`src/gbgfi_pkg.sv`:
```
// Shared constants, types and divide-by-constant helpers for the ice grid interpolator.
package gbgfi_pkg;

	// Default grid geometry
	localparam int GRID_COLS_DEF = 1440;
	localparam int GRID_ROWS_DEF = 720;

	// Angular spans in 1/1024-degree units
	localparam int LON_SPAN = 368640;
	localparam int LAT_SPAN = 184320;
	localparam int HALF_LON = 184320;
	localparam int HALF_LAT = 92160;
	// Longitude bias: half a turn plus one full turn keeps the position positive
	localparam int LON_BIAS = 552960;
	localparam int LAT_BIAS = 92160;
	// Largest biased longitude that the 19-bit input can carry
	localparam longint LON_B_MAX = 815103;

	// Storage layout
	localparam int ADDR_W = 22;
	localparam int VAL_W  = 16;
	localparam int CELL_W = 17;

	// Request opcodes
	localparam logic OP_WRITE = 1'b0;
	localparam logic OP_QUERY = 1'b1;

	// Configuration register indexes
	localparam logic CFG_THRESHOLD  = 1'b0;
	localparam logic CFG_GRID_READY = 1'b1;

	// Reciprocal constants for exact floor division on bounded inputs
	localparam logic [24:0] DIV45_MUL = 25'd23860930;
	localparam logic [18:0] DIV3_MUL  = 19'd349526;

	// Control carried through the address pipeline
	typedef struct packed {
		logic              query;
		logic              no_data;
		logic              wr_ok;
		logic [CELL_W-1:0] wdata;
	} ctl_t;

	// Memory access and weights leaving the address pipeline
	typedef struct packed {
		logic                   valid;
		logic                   no_data;
		logic                   wr_en;
		logic [CELL_W-1:0]      wdata;
		logic [3:0][ADDR_W-1:0] addr;
		logic [7:0]             t;
		logic [7:0]             u;
	} geo_t;

	// One finished result
	typedef struct packed {
		logic             valid;
		logic [VAL_W-1:0] frac;
		logic             flag;
		logic             no_data;
	} res_t;

	// Floor of x / 45, exact for x below 2^20
	function automatic logic [14:0] div45(input logic [19:0] x);
		logic [44:0] p;
		p = x * DIV45_MUL;
		return p[44:30];
	endfunction

	// Floor of x / 3, exact for x below 2^18
	function automatic logic [17:0] div3(input logic [17:0] x);
		logic [36:0] p;
		p = x * DIV3_MUL;
		return p[37-1:20] > 0 ? 18'(p[36:20]) : 18'd0;
	endfunction

endpackage

```
`src/gbgfi_geom.sv`:
```
// Address pipeline: locates the four corner cells and the bilinear weights of a query.
module gbgfi_geom #(
	parameter int GRID_COLS = gbgfi_pkg::GRID_COLS_DEF,
	parameter int GRID_ROWS = gbgfi_pkg::GRID_ROWS_DEF
) (
	input  logic               clk,
	input  logic               arst_n,
	input  logic               en,
	input  logic               acc,
	input  logic               opcode,
	input  logic [9:0]         cell_row,
	input  logic [10:0]        cell_col,
	input  logic [15:0]        cell_value,
	input  logic               cell_missing,
	input  logic signed [18:0] query_lon,
	input  logic signed [17:0] query_lat,
	input  logic               grid_ready,
	output gbgfi_pkg::geo_t    geo
);
	import gbgfi_pkg::*;

	localparam int CW = $clog2(GRID_COLS);
	localparam int RW = $clog2(GRID_ROWS);
	localparam longint PMAX = LON_B_MAX * GRID_COLS + HALF_LON;
	localparam int PW = $clog2(PMAX + 1);
	localparam longint EMAX = PMAX / LON_SPAN;
	localparam int EW = $clog2(EMAX + 1);
	localparam longint QMAX = longint'(GRID_ROWS + 1) * LAT_SPAN - 1;
	localparam int QW = $clog2(QMAX + 1);
	localparam int GW = $clog2(GRID_ROWS + 1);
	localparam logic signed [33:0] ROWS_S = 34'(GRID_ROWS);
	localparam logic signed [33:0] HLAT_S = 34'(HALF_LAT);
	localparam logic signed [33:0] QMAX_S = 34'(QMAX);

	// Stage 1: scaled positions
	logic [19:0]        lon_b;
	logic signed [19:0] lat_b;
	logic signed [33:0] q_full;
	logic [PW-1:0]      p_c;
	logic [QW-1:0]      q_c;
	ctl_t               ctl_c;

	logic              v_s1, v_s2, v_s3, v_s4;
	ctl_t              ctl_s1, ctl_s2, ctl_s3, ctl_s4;
	logic [PW-1:0]     p_s1, p_s2;
	logic [QW-1:0]     q_s1, q_s2;
	logic [RW-1:0]     wrow_s1, wrow_s2;
	logic [CW-1:0]     wcol_s1, wcol_s2;
	logic [EW-1:0]     e_s2;
	logic [GW-1:0]     g_s2;
	logic [18:0]       fx_s3;
	logic [17:0]       fy_s3;
	logic [RW-1:0]     rl_s3, ru_s3;
	logic [CW-1:0]     cl_s3, cr_s3;
	logic [ADDR_W-1:0] bl_s4, bu_s4;
	logic [CW-1:0]     cl_s4, cr_s4;
	logic [7:0]        t_s4, u_s4;

	function automatic logic [CW-1:0] wrap_col(input logic [EW-1:0] v);
		if (v < GRID_COLS) begin
			return CW'(v);
		end else if (v < 2 * GRID_COLS) begin
			return CW'(v - GRID_COLS);
		end
		return CW'(v - 2 * GRID_COLS);
	endfunction

	always_comb begin
		lon_b  = 20'(int'(query_lon) + LON_BIAS);
		lat_b  = 20'(int'(query_lat) + LAT_BIAS);
		p_c    = PW'(64'(lon_b) * GRID_COLS + HALF_LON);
		q_full = lat_b * ROWS_S + HLAT_S;
		if (q_full < 0) begin
			q_c = '0;
		end else if (q_full > QMAX_S) begin
			q_c = QW'(QMAX);
		end else begin
			q_c = QW'(q_full);
		end
		ctl_c.query   = (opcode == OP_QUERY);
		ctl_c.no_data = !grid_ready;
		ctl_c.wr_ok   = (opcode == OP_WRITE) && (int'(cell_row) < GRID_ROWS)
			&& (int'(cell_col) < GRID_COLS);
		ctl_c.wdata   = {cell_missing, cell_value};
	end

	// Stage 3 combinational: fractions and corner indexes
	logic [EW-1:0] em1;
	logic [18:0]   fx_c;
	logic [17:0]   fy_c;
	logic [RW-1:0] rl_c, ru_c;
	logic [CW-1:0] cl_c, cr_c;

	always_comb begin
		em1  = e_s2 - 1'b1;
		fx_c = 19'(p_s2 - PW'(64'(e_s2) * LON_SPAN));
		fy_c = 18'(q_s2 - QW'(64'(g_s2) * LAT_SPAN));
		ru_c = (int'(g_s2) >= GRID_ROWS) ? RW'(GRID_ROWS - 1) : RW'(g_s2);
		cr_c = wrap_col(e_s2);
		// Writes reuse the lower-left slot for their own cell
		if (ctl_s2.query) begin
			rl_c = (g_s2 == '0) ? '0 : RW'(g_s2 - 1'b1);
			cl_c = wrap_col(em1);
		end else begin
			rl_c = wrow_s2;
			cl_c = wcol_s2;
		end
	end

	// Advance valid flags
	always_ff @(posedge clk or negedge arst_n) begin
		if (!arst_n) begin
			v_s1 <= 1'b0;
			v_s2 <= 1'b0;
			v_s3 <= 1'b0;
			v_s4 <= 1'b0;
		end else if (en) begin
			v_s1 <= acc;
			v_s2 <= v_s1;
			v_s3 <= v_s2;
			v_s4 <= v_s3;
		end
	end

	// Advance payload
	always_ff @(posedge clk) begin
		if (en) begin
			ctl_s1  <= ctl_c;
			p_s1    <= p_c;
			q_s1    <= q_c;
			wrow_s1 <= RW'(cell_row);
			wcol_s1 <= CW'(cell_col);

			ctl_s2  <= ctl_s1;
			p_s2    <= p_s1;
			q_s2    <= q_s1;
			wrow_s2 <= wrow_s1;
			wcol_s2 <= wcol_s1;
			e_s2    <= EW'(div45(20'(p_s1 >> 13)));
			g_s2    <= GW'(div45(20'(q_s1 >> 12)));

			ctl_s3 <= ctl_s2;
			fx_s3  <= fx_c;
			fy_s3  <= fy_c;
			rl_s3  <= rl_c;
			ru_s3  <= ru_c;
			cl_s3  <= cl_c;
			cr_s3  <= cr_c;

			ctl_s4 <= ctl_s3;
			bl_s4  <= ADDR_W'(32'(rl_s3) * GRID_COLS);
			bu_s4  <= ADDR_W'(32'(ru_s3) * GRID_COLS);
			cl_s4  <= cl_s3;
			cr_s4  <= cr_s3;
			t_s4   <= 8'(div45(20'(fx_s3 >> 5)));
			u_s4   <= 8'(div45(20'(fy_s3 >> 4)));
		end
	end

	// Corner addresses: lower-left, lower-right, upper-right, upper-left
	always_comb begin
		geo.valid   = v_s4 && ctl_s4.query;
		geo.no_data = ctl_s4.no_data;
		geo.wr_en   = v_s4 && ctl_s4.wr_ok;
		geo.wdata   = ctl_s4.wdata;
		geo.addr[0] = bl_s4 + ADDR_W'(cl_s4);
		geo.addr[1] = bl_s4 + ADDR_W'(cr_s4);
		geo.addr[2] = bu_s4 + ADDR_W'(cr_s4);
		geo.addr[3] = bu_s4 + ADDR_W'(cl_s4);
		geo.t       = t_s4;
		geo.u       = u_s4;
	end
endmodule

```
`config.mk`:
```
export PLATFORM = sky130hd
export DESIGN_NAME = gbgfi_geom
export DESIGN_NICKNAME = d
export VERILOG_FILES = /design/src/gbgfi_pkg.sv /design/src/gbgfi_geom.sv
export SDC_FILE = /design/constraint.sdc
export NUM_CORES = 2
export LEC_CHECK = 0
export BUFFER_PORTS_ARGS = -buffer_cell sky130_fd_sc_hd__buf_2
export CORE_MARGIN = 8
export CORE_UTILIZATION = 34
export DETAILED_ROUTE_END_ITERATION = 7
export GPL_TIMING_DRIVEN = 0
export PLACE_DENSITY_LB_ADDON = 0.25
export SLEW_MARGIN = 20
export SYNTH_ARGS = -nofsm -noshare
export SYNTH_HDL_FRONTEND = slang
export SYNTH_SLANG_ARGS = --single-unit
```
`constraint.sdc`:
```
create_clock -name clk -period 6 [get_ports clk]
set_input_delay 1.2 -clock clk [delete_from_list [all_inputs] [get_ports clk]]
set_output_delay 1.2 -clock clk [all_outputs]
set_load 0.01 [all_outputs]
```
==> results by group <==
Clock tree
  – Num CTS Buffers: 46
  – CTS H-tree lvls: 2
  – CTS clock-pin slew for the worst setup and hold paths: 0.06 ns
  – Clk_lat worst skew: 0.62 ns
  – CTS hold repair buffers: 0
  – Longest Clk Path Bufs: 3
  – CTS sink cnt: 365
  – TritonCTS clock tree: yes
  – Root buf cell: clkbuf_16

STA
  – RSZ-0062 raised after global routing: true
  – Hold Worst Slack: 0.386 ns
  – Slew Limit Fails: 0
  – Relative slew slack: 0.475
  – Setup ws final: -0.293 ns
  – Sum Neg Setup Slack: -4.58 ns
  – Max Clk Rate: 0.159 GHz
  – Fin. Hold Viols: 0
  – Crit share post-route: 1.05
  – Fin crit period: 6.29 ns
  – Final setup fails: 19
  – Slew @ Worst Pin: 0.767 ns
  – Clock skew: 0.0264 ns

Critical path
  – Critical path data required time: about 6.4 ns
  – Most used cell, CP: ha_4
  – Setup crit start kind: input port
  – Crit-path slowest cell: fa_1
  – Top Family by Delay on Critical Path: adder cells
  – Largest stage delay, worst path: between 0.5 and 0.6 ns
  – Worst r2r src: p_s1[26]$_DFFE_PP_
  – Crit-path cells: buf_12 -> ha_4 -> o31a_1 -> nor2_4 -> xnor2_2 -> ha_1 -> ha_4 -> fa_1 -> inv_2 -> fa_1 -> inv_2 -> ha_4 -> a211o_1 -> a211o_1 -> o21ai_2 -> xor2_2 -> nor4_4 -> nor3b_4 -> and4_1 -> nand3b_1 -> a32oi_2 -> ha_4 -> clkbuf_16 -> o21a_1
  – Worst Path Max Fanout: 5
  – Arr. time, crit path: 6.67 ns
  – Setup CP Type: input port to register
  – Crit end category: register
  – CP Buf/Inv Count: 4
  – Setup crit start: query_lat[11]

Outcome
  – Violated checks: negative setup slack
  – Status: complete, but fails checks

Yosys
  – Area leader, netlist: edfxtp_1
  – Ys Warns: 0
  – Primary FF master, synth: edfxtp_1
  – EDFF count, synth: roughly 360
  – Synth cell count leaders: 778 x inv_1, 707 x ha_1, 401 x fa_1
  – Mapped Nets: 4607
  – Synthesized area per cell: ~11 um^2
  – Synth cell types: 88
  – Most common cell in the synthesized netlist: inv_1
  – Register bit total from synthesis: between 300 and 400
  – Share of the synthesized area in the top cell type: 0.282
  – Top area cells in the synthesized netlist: edfxtp_1 28%, ha_1 23%, fa_1 21%, inv_1 7.6%, xnor2_1 3.5%
  – Sequential area share after synthesis: 0.284
  – Cells after Synth: 3418
  – Synth Cell Area: around 39000 um^2
  – Ys async rst share: 0.0110

Detailed routing
  – Vias/cell: 4.52
  – WL final: 81.9 mm
  – DRT iter0 DRCs: around 880
  – DR pass1 iterations: 6
  – Routed vias: 24100
  – DRC Markers: 0
  – WL/cell: about 15 um
  – DRT antenna net count: 0

Floorplan
  – Initial Util: 0.343
  – Row count: approximately 120
  – Core area: 112000 um^2
  – Die Y: between 300 and 400 um
  – Die Area: about 120000 um^2
  – Die width: 353 um
  – Top-Level Pins: 205

Cells and area
  – Final instance area: ~45000 um^2
  – Multi-input logic area: 25300 um^2
  – Layout cell share with drive strength beyond 1: 0.171
  – Fill cells: 10900
  – Register area: 10900 um^2
  – Area growth syn-to-layout: 17.5%
  – Final Net Count: between 4000 and 5000

Global routing
  – Vias in the first global route: between 20000 and 30000
  – Gr usage total: 0.130
  – Global route overflow: 0
  – Largest net degree at the start of global routing: 86
  – Global-route wire length before repair: between 100 and 150 mm
  – Antenna violations before repair: 11

Placement
  – Final HPWL DP: 68.3 mm
  – GP Congestion: around 0.85
  – IO buf count: 204
  – Post-DP Area: 41800 um^2

Hold path
  – Worst min-delay path class: input port to async pin

Job
  – Max-cap viol count: 0
layout by cell type (no fill, tap or decap), types with 9 or more instances in the layout:
cell and instances:
ha_4 33, nand2_1 73, a21oi_2 11, a211o_1 9, nor3_1 29, a21oi_1 83, o21a_1 32, nor2b_1 22
a21o_1 53, or3_1 10, buf_2 209, o21bai_1 14, xor2_1 75, ha_1 666, nand4_1 14, a31oi_1 9
bufinv_16 10, or2_2 9, o21ai_0 59, clkbuf_16 47, buf_6 14, nand2b_1 21, o22ai_1 10, inv_2 12
edfxtp_1 361, nor2_1 123, and2_1 14, inv_1 765, and3_1 13, xnor2_1 147, o211ai_1 13, nand3_1 27
fa_2 13, buf_4 136, clkbuf_1 13, a211oi_1 15, fa_1 388
metrics by stage:
step	cells	worst slack (ns)	util
after floorplan	3418	-0.451	-
after global routing	5318	-0.496	0.403
after detailed placement	5126	-1.28	0.372
final	5320	-0.293	0.403
after CTS	5269	-0.259	0.395
after global placement	5122	-2.21	0.371
flip-flops by register name, summed over array words and instances (netlist names), 16 cells and up:
register and cells:
bl_s4 16, geo 18, ctl_s2 20, p_s1 26, ctl_s1 20, ctl_s3 20
bu_s4 16, q_s1 23
worst paths after layout:
| check | endpoint | cells after the start | slack (ns) |
|---|---|---|---|
| max reg2reg | e_s2[8]$_DFFE_PP_ | 18 | 0.09 |
| max | q_s1[25]$_SDFFCE_PN0P_ | 24 | -0.29 |
| min in group clk | ctl_s2[19]$_DFFE_PP_ | 0 | 0.40 |
| min reg2reg | ctl_s2[19]$_DFFE_PP_ | 0 | 0.40 |
| max in group asynchronous | v_s1$_DFFE_PN0P_ | 1 | 5.50 |
| min | v_s4$_DFFE_PN0P_ | 1 | 0.39 |
final cells by class:
type | instances | share of cell area
multi-input combinational | 2211 | 0.560
inverter | 778 | 0.0646
timing repair buffer | 317 | 0.0451
antenna | 2 | 0.000111
clock buffer | 47 | 0.0255
sequential | 365 | 0.242
tap | 1500 | 0.0415
buffer | 63 | 0.00960
clock inverter | 37 | 0.0114
logic make-up (layout without fill, tap and decap cells):
group,after synthesis,count (layout),share of synthesized area
flip-flops,365,365,0.284
multiplexers,16,16,0.00445
adder cells (fa/ha/maj),1108,1108,0.438
other,0,2,0
buffers and inverters,842,1242,0.0862
AND/OR/NAND/NOR,430,430,0.0579
AO/OA/AOI/OAI,422,422,0.0750
XOR/XNOR,235,235,0.0540
per-layer routing:
| metal | vias up | share of wire | global-route usage |
|---|---|---|---|
| met4 | 12 | 0.017 | 0.0268 |
| met3 | 82 | 0.047 | 0.0284 |
| li1 | 12100 | - | - |
| met1 | 11500 | 0.49 | 0.180 |
| met5 | - | 0.00087 | 0 |
| met2 | 283 | 0.44 | 0.210 |
what timing repair did:
item,in CTS,in global routing
pin swaps,65,101
cloned,1,0
resized for setup,86,101
buffers inserted,59,49
endpoints found under the setup margin,48,44
Power is not shown: default switching activity piles up to over one toggle a cycle in this logic, so the estimate is an artifact.
