==> src/gbgfi_pkg.sv <==
// Shared constants, types and divide-by-constant helpers for the ice grid interpolator.
package gbgfi_pkg;

	// Default grid geometry
	localparam int GRID_COLS_DEF = 1440;
	localparam int GRID_ROWS_DEF = 720;

	// Angular spans in 1/1024-degree units
	localparam int LON_SPAN = 368640;
	localparam int LAT_SPAN = 184320;
	localparam int HALF_LON = 184320;
	localparam int HALF_LAT = 92160;
	// Longitude bias: half a turn plus one full turn keeps the position positive
	localparam int LON_BIAS = 552960;
	localparam int LAT_BIAS = 92160;
	// Largest biased longitude that the 19-bit input can carry
	localparam longint LON_B_MAX = 815103;

	// Storage layout
	localparam int ADDR_W = 22;
	localparam int VAL_W  = 16;
	localparam int CELL_W = 17;

	// Request opcodes
	localparam logic OP_WRITE = 1'b0;
	localparam logic OP_QUERY = 1'b1;

	// Configuration register indexes
	localparam logic CFG_THRESHOLD  = 1'b0;
	localparam logic CFG_GRID_READY = 1'b1;

	// Reciprocal constants for exact floor division on bounded inputs
	localparam logic [24:0] DIV45_MUL = 25'd23860930;
	localparam logic [18:0] DIV3_MUL  = 19'd349526;

	// Control carried through the address pipeline
	typedef struct packed {
		logic              query;
		logic              no_data;
		logic              wr_ok;
		logic [CELL_W-1:0] wdata;
	} ctl_t;

	// Memory access and weights leaving the address pipeline
	typedef struct packed {
		logic                   valid;
		logic                   no_data;
		logic                   wr_en;
		logic [CELL_W-1:0]      wdata;
		logic [3:0][ADDR_W-1:0] addr;
		logic [7:0]             t;
		logic [7:0]             u;
	} geo_t;

	// One finished result
	typedef struct packed {
		logic             valid;
		logic [VAL_W-1:0] frac;
		logic             flag;
		logic             no_data;
	} res_t;

	// Floor of x / 45, exact for x below 2^20
	function automatic logic [14:0] div45(input logic [19:0] x);
		logic [44:0] p;
		p = x * DIV45_MUL;
		return p[44:30];
	endfunction

	// Floor of x / 3, exact for x below 2^18
	function automatic logic [17:0] div3(input logic [17:0] x);
		logic [36:0] p;
		p = x * DIV3_MUL;
		return p[37-1:20] > 0 ? 18'(p[36:20]) : 18'd0;
	endfunction

endpackage

==> src/gbgfi_blend.sv <==
// Blend pipeline: fills missing corners with the valid mean and interpolates bilinearly.
module gbgfi_blend (
	input  logic                                    clk,
	input  logic                                    arst_n,
	input  logic                                    en,
	input  gbgfi_pkg::geo_t                         geo,
	input  logic [3:0][gbgfi_pkg::CELL_W-1:0]       rdata,
	input  logic [gbgfi_pkg::VAL_W-1:0]             threshold,
	output gbgfi_pkg::res_t                         res
);
	import gbgfi_pkg::*;

	logic             qv_s5, qv_s6, qv_s7, qv_s8;
	logic             nd_s5, nd_s6, nd_s7, nd_s8;
	logic [7:0]       t_s5, u_s5;
	logic [3:0]       miss_s6;
	logic [3:0][15:0] val_s6;
	logic [17:0]      sum_s6;
	logic [2:0]       cnt_s6;
	logic [3:0][16:0] w_s6, w_s7;
	logic [3:0][15:0] v_s7;
	logic             empty_s7, empty_s8;
	logic [3:0][32:0] prod_s8;

	// Stage 5: gather valid corners and build weights
	logic [17:0]      sum_c;
	logic [2:0]       cnt_c;
	logic [8:0]       ti, ui;
	logic [3:0][16:0] w_c;

	always_comb begin
		sum_c = '0;
		cnt_c = '0;
		for (int k = 0; k < 4; k++) begin
			if (!rdata[k][CELL_W-1]) begin
				sum_c = sum_c + 18'(rdata[k][VAL_W-1:0]);
				cnt_c = cnt_c + 3'd1;
			end
		end
		ti     = 9'd256 - 9'(t_s5);
		ui     = 9'd256 - 9'(u_s5);
		w_c[0] = 17'(ti) * 17'(ui);
		w_c[1] = 17'(t_s5) * 17'(ui);
		w_c[2] = 17'(t_s5) * 17'(u_s5);
		w_c[3] = 17'(ti) * 17'(u_s5);
	end

	// Stage 6: mean of valid corners replaces the missing ones
	logic [17:0]      mean_c;
	logic [3:0][15:0] v_c;

	always_comb begin
		unique case (cnt_s6)
			3'd1:    mean_c = sum_s6;
			3'd2:    mean_c = sum_s6 >> 1;
			3'd3:    mean_c = div3(sum_s6);
			3'd4:    mean_c = sum_s6 >> 2;
			default: mean_c = '0;
		endcase
		for (int k = 0; k < 4; k++) begin
			v_c[k] = miss_s6[k] ? 16'(mean_c) : val_s6[k];
		end
	end

	// Stage 7: weighted products
	logic [3:0][32:0] prod_c;

	always_comb begin
		for (int k = 0; k < 4; k++) begin
			prod_c[k] = 33'(v_s7[k]) * 33'(w_s7[k]);
		end
	end

	// Advance valid flags
	always_ff @(posedge clk or negedge arst_n) begin
		if (!arst_n) begin
			qv_s5 <= 1'b0;
			qv_s6 <= 1'b0;
			qv_s7 <= 1'b0;
			qv_s8 <= 1'b0;
		end else if (en) begin
			qv_s5 <= geo.valid;
			qv_s6 <= qv_s5;
			qv_s7 <= qv_s6;
			qv_s8 <= qv_s7;
		end
	end

	// Advance payload
	always_ff @(posedge clk) begin
		if (en) begin
			nd_s5 <= geo.no_data;
			t_s5  <= geo.t;
			u_s5  <= geo.u;

			nd_s6 <= nd_s5;
			for (int k = 0; k < 4; k++) begin
				miss_s6[k] <= rdata[k][CELL_W-1];
				val_s6[k]  <= rdata[k][VAL_W-1:0];
			end
			sum_s6 <= sum_c;
			cnt_s6 <= cnt_c;
			w_s6   <= w_c;

			nd_s7    <= nd_s6;
			v_s7     <= v_c;
			w_s7     <= w_s6;
			empty_s7 <= (cnt_s6 == 3'd0);

			nd_s8    <= nd_s7;
			empty_s8 <= empty_s7;
			prod_s8  <= prod_c;
		end
	end

	// Final sum, scale and threshold
	logic [34:0] acc_c;

	always_comb begin
		acc_c = 35'(prod_s8[0]) + 35'(prod_s8[1]) + 35'(prod_s8[2]) + 35'(prod_s8[3]);
		res.valid   = qv_s8;
		res.no_data = nd_s8;
		res.frac    = (nd_s8 || empty_s8) ? '0 : acc_c[31:16];
		res.flag    = res.frac > threshold;
	end
endmodule

==> config.mk <==
export PLATFORM = sky130hd
export DESIGN_NAME = gbgfi_blend
export DESIGN_NICKNAME = d
export VERILOG_FILES = /design/src/gbgfi_pkg.sv /design/src/gbgfi_blend.sv
export SDC_FILE = /design/constraint.sdc
export NUM_CORES = 2
export LEC_CHECK = 0
export ABC_CLOCK_PERIOD_IN_PS = 18600
export BUFFER_PORTS_ARGS = -buffer_cell sky130_fd_sc_hd__buf_2
export CAP_MARGIN = 20
export CORE_AREA = 2 2 328 330
export CTS_BUF_LIST = sky130_fd_sc_hd__clkbuf_8
export CTS_CLUSTER_DIAMETER = 60
export CTS_CLUSTER_SIZE = 25
export DETAILED_ROUTE_END_ITERATION = 8
export DIE_AREA = 0 0 330 332
export GPL_TIMING_DRIVEN = 0
export PLACE_DENSITY_LB_ADDON = 0.3
export SLEW_MARGIN = 20
export SYNTH_ARGS = -nofsm -noshare
export SYNTH_HDL_FRONTEND = slang
export SYNTH_SLANG_ARGS = --single-unit
==> constraint.sdc <==
create_clock -name clk -period 18.6 [get_ports clk]
set_clock_uncertainty 0.2 [all_clocks]
set_input_delay 0.93 -clock clk [delete_from_list [all_inputs] [get_ports clk]]
set_output_delay 0.93 -clock clk [all_outputs]
set_load 0.1 [all_outputs]
==> impl_summary.log <==
[metrics] run status: finished, violations left
[metrics] failing checks: DRC
[metrics] insertion delay of the later-clocked pin in the worst-skew pair: 750 ps
[metrics] sum of negative setup slack: 0 ps
[metrics] aggregate global-route resource usage: 35.5%
[metrics] Hold Path Class: in -> reg
[metrics] share of Yosys cell area claimed by the top area cell type: 33.7%
[metrics] post-synthesis simple-gate area fraction: 13.3%
[metrics] drt drc: 27
[metrics] total clock buffers created by CTS: 45
[metrics] compound-gate portion of the synthesized area: 6.32%
[metrics] number of DRC violations after detailed-routing iteration 0: 4629
[metrics] number of enable-type register cells in the synthesized netlist: 431
[metrics] number of fill cells: 8274
[metrics] post-layout net count: 9310
[metrics] first-pass GRT wire length: 294 mm
[metrics] clock tree from TritonCTS: done
[metrics] count of cell types in the netlist: 78
[metrics] crit path DAT: 8650 ps
[metrics] Synth Area in Adders: 48.5%
[metrics] Max Root-Sink Buffers: 3
[metrics] area of the die: 0.110 mm^2
[metrics] number of global-route vias before repair: 51775
[metrics] IO buf count: 123
[metrics] Synth area leader: sky130_fd_sc_hd__fa_1
[metrics] sort of element at the start of the critical path: flip-flop
[metrics] layout overhead on the synthesized area: 5.38%
[metrics] count of boundary I/O pins: 230
[metrics] post-synth net total: 9135
[metrics] post-cts repair resize count: 0
[metrics] top cells by instance count after synthesis: sky130_fd_sc_hd__inv_1, sky130_fd_sc_hd__fa_1, sky130_fd_sc_hd__nand2_1, sky130_fd_sc_hd__ha_1, sky130_fd_sc_hd__and2_1
[metrics] First-pass DRT Iterations: 9
[metrics] yosys warns: 0
[metrics] final period utilization: 44.7%
[metrics] vias post-DR: 49583
[metrics] residual antenna-violating net count after detailed routing: 0
[metrics] Netlist Area Pre-Place: 0.0686 mm^2
[metrics] largest family of logic cells by synthesized area: adder cells
[metrics] final count of pins violating max slew: 0
[metrics] GRT Residual Overflow: 0
[metrics] final count of negative-setup-slack endpoints: 0
[metrics] overall routed net length: 188 mm
[metrics] area inside the core boundary: 0.106 mm^2
[metrics] Mapped Avg Cell Area: 9.86 um^2
[metrics] fraction of layout cells with a size suffix above 1: 3.67%
[metrics] met2 demand-to-capacity share in global routing: 53.5%
[metrics] mux cell area share after synthesis: 0.423%
[metrics] max capacitance violation total: 0
[metrics] share of flip-flops with an asynchronous set or reset after synthesis: 0.920%
[metrics] Crit Path Class: reg -> reg
[metrics] gate count of the mapped netlist: 6959
[metrics] Setup crit end kind: flip-flop
[metrics] pin slew with the least headroom to its limit: 1170 ps
[metrics] most frequently used cell type in the post-synthesis netlist: sky130_fd_sc_hd__inv_1
[metrics] number of register bits inferred by synthesis: 435
[metrics] sum of net half-perimeters after detailed placement: 156 mm
[metrics] initial core utilization: 64.5%
[metrics] number of antenna violations at the first check in global routing: 36
[metrics] pin count of the biggest net entering global routing: 105
[metrics] met3 GRT Util: 8.59%
[metrics] placer congestion estimate: 1.03
[metrics] clock transition time at the flip-flop clock pins of the worst setup and hold paths: 110 ps
[metrics] setup repair after global routing missed its margin: false
[metrics] critical-path maximum fanout: 10
[metrics] crit path time final: 8310 ps
[metrics] TritonCTS sink count: 435
[metrics] xor/xnor cell area share of the yosys netlist: 3.14%
[metrics] average vias per placed instance: 5.77
[metrics] sequential element share of the synthesized area: 19.0%
[metrics] most instantiated flip-flop cell in the synthesis netlist: sky130_fd_sc_hd__edfxtp_1
[metrics] headroom to the max-slew limit: 22.2%
[metrics] required time of the critical path: 18930 ps
[metrics] dominant cells by area after synthesis: sky130_fd_sc_hd__fa_1, sky130_fd_sc_hd__edfxtp_1, sky130_fd_sc_hd__ha_1
[metrics] met1 usage in global routing: 48.7%
[metrics] Die H: 332 um
[metrics] Routed WL per cell: 21.9 um
[metrics] most heavily used metal layer in global routing: met2
[metrics] worst reg2reg setup slack: 10290 ps
[metrics] Root Driver: sky130_fd_sc_hd__clkbuf_8
[metrics] count of final hold-check violations: 0
[metrics] CTS Hold Bufs: 1
[metrics] floorplan row count: 120
[metrics] die width: 330 um
[metrics] Max Clk Rate: 120 MHz
[metrics] depth of the CTS H-tree: 2
[metrics] post-CTS setup repair buffer count: 0
per-layer routing:
| metal | vias to the layer above | routed length, um | part of all wire, % |
|---|---|---|---|
| li1 | 22082 | - | - |
| met1 | 24535 | 74500 | 40 |
| met2 | 2487 | 82700 | 44 |
| met3 | 475 | 20300 | 11 |
| met4 | 4 | 10600 | 5.6 |
| met5 | - | 49 | 0.026 |
registers in the layout, indices dropped and copies added, names as in the netlist, 3 cells and up:
| name | flops |
|---|---|
| cnt_s6 | 3 |
| miss_s6 | 4 |
| prod_s8 | 128 |
| sum_s6 | 18 |
| t_s5 | 8 |
| u_s5 | 8 |
| v_s7 | 64 |
| val_s6 | 64 |
| w_s6 | 64 |
| w_s7 | 64 |
layout make-up:
| type | count | area (um^2) | share of cell area (%) |
|---|---|---|---|
| antenna | 20 | 50.0 | 0.0692 |
| buffer | 244 | 932 | 1.29 |
| clock buffer | 46 | 633 | 0.876 |
| clock inverter | 36 | 502 | 0.694 |
| inverter | 1448 | 5440 | 7.52 |
| multi-input combinational | 4832 | 49200 | 68.1 |
| sequential | 435 | 13000 | 18.0 |
| tap | 1403 | 1760 | 2.43 |
| timing repair buffer | 128 | 746 | 1.03 |
metrics by stage:
stage	util (%)	hold WS, ps	cells	cell area [um^2]	setup slack, ps
after floorplan	-	200	6959	68600	9780
after global placement	66.8	201	8485	71000	9680
after detailed placement	66.9	205	8489	71100	10700
after CTS	68.0	123	8572	72200	10690
after global routing	68.0	144	8584	72300	10080
final	68.0	170	8592	72300	10290
worst max-delay path, cell delays in order (launching register included):
cell and delay, ps:
sky130_fd_sc_hd__edfxtp_1 340, sky130_fd_sc_hd__clkbuf_1 720, sky130_fd_sc_hd__clkbuf_1 840, sky130_fd_sc_hd__and2_1 260, sky130_fd_sc_hd__fa_1 180, sky130_fd_sc_hd__inv_1 50
sky130_fd_sc_hd__fa_1 390, sky130_fd_sc_hd__fa_1 500, sky130_fd_sc_hd__inv_1 60, sky130_fd_sc_hd__fa_1 540, sky130_fd_sc_hd__inv_1 50, sky130_fd_sc_hd__fa_1 470
sky130_fd_sc_hd__inv_1 50, sky130_fd_sc_hd__fa_1 450, sky130_fd_sc_hd__ha_1 390, sky130_fd_sc_hd__nand2_1 120, sky130_fd_sc_hd__o21ai_0 170, sky130_fd_sc_hd__a211oi_1 80
sky130_fd_sc_hd__a211oi_1 370, sky130_fd_sc_hd__and4bb_2 320, sky130_fd_sc_hd__o31ai_1 860, sky130_fd_sc_hd__o41ai_2 240, sky130_fd_sc_hd__o21bai_1 200, sky130_fd_sc_hd__a21oi_1 110
sky130_fd_sc_hd__xnor2_1 130
layout by cell type, fill, tap and decap left out, types with 8 or more instances in the layout:
| cell type | instances |
|---|---|
| sky130_fd_sc_hd__clkbuf_8 | 46 |
| sky130_fd_sc_hd__and3_1 | 20 |
| sky130_fd_sc_hd__a21boi_0 | 11 |
| sky130_fd_sc_hd__buf_2 | 122 |
| sky130_fd_sc_hd__a22oi_1 | 16 |
| sky130_fd_sc_hd__inv_1 | 1448 |
| sky130_fd_sc_hd__and2_1 | 539 |
| sky130_fd_sc_hd__buf_1 | 12 |
| sky130_fd_sc_hd__a41oi_1 | 10 |
| sky130_fd_sc_hd__clkbuf_1 | 228 |
| sky130_fd_sc_hd__diode_2 | 20 |
| sky130_fd_sc_hd__nand2b_1 | 27 |
| sky130_fd_sc_hd__edfxtp_1 | 431 |
| sky130_fd_sc_hd__mux2i_1 | 11 |
| sky130_fd_sc_hd__or3_1 | 23 |
| sky130_fd_sc_hd__fa_1 | 1156 |
| sky130_fd_sc_hd__xnor2_1 | 184 |
| sky130_fd_sc_hd__nand2_1 | 883 |
| sky130_fd_sc_hd__nor3b_1 | 9 |
| sky130_fd_sc_hd__o211ai_1 | 13 |
| sky130_fd_sc_hd__o21bai_1 | 22 |
| sky130_fd_sc_hd__mux2_2 | 16 |
| sky130_fd_sc_hd__ha_1 | 809 |
| sky130_fd_sc_hd__a211oi_1 | 27 |
| sky130_fd_sc_hd__or2_2 | 11 |
| sky130_fd_sc_hd__xor2_1 | 62 |
| sky130_fd_sc_hd__clkinv_8 | 10 |
| sky130_fd_sc_hd__a31oi_1 | 18 |
| sky130_fd_sc_hd__nor2b_1 | 46 |
| sky130_fd_sc_hd__nor3_1 | 43 |
| sky130_fd_sc_hd__nand3_1 | 47 |
| sky130_fd_sc_hd__a21oi_1 | 236 |
| sky130_fd_sc_hd__nor2_1 | 244 |
| sky130_fd_sc_hd__o21ai_0 | 114 |
| sky130_fd_sc_hd__a21o_1 | 89 |
| sky130_fd_sc_hd__nand4_1 | 10 |
| sky130_fd_sc_hd__o21a_1 | 29 |
| sky130_fd_sc_hd__o31ai_1 | 8 |
| sky130_fd_sc_hd__a221oi_1 | 13 |
cell families (layout without fill, tap and decap cells):
logic type / Yosys count / count (layout)
buffers and inverters: 1692 / 1902
XOR/XNOR: 246 / 246
adder cells (fa/ha/maj): 1965 / 1965
flip-flops: 435 / 435
AO/OA/AOI/OAI: 670 / 670
other: 0 / 20
multiplexers: 27 / 27
AND/OR/NAND/NOR: 1924 / 1924
worst paths after layout:
path / from / end / depth (start not counted)
setup / recovery: w_s7[0] / prod_s8[31] / 24
setup reg to reg: w_s7[0] / prod_s8[31] / 24
hold reg to reg: w_s6[57] / w_s7[57] / 0
hold / removal: geo[7] / u_s5[7] / 1
max in group asynchronous: arst_n / qv_s8 / 2
min in group asynchronous: arst_n / qv_s5 / 2
Power is left out: the tool's default activity adds up to more than one toggle a clock period on the data nets, which glitch-free logic cannot reach.
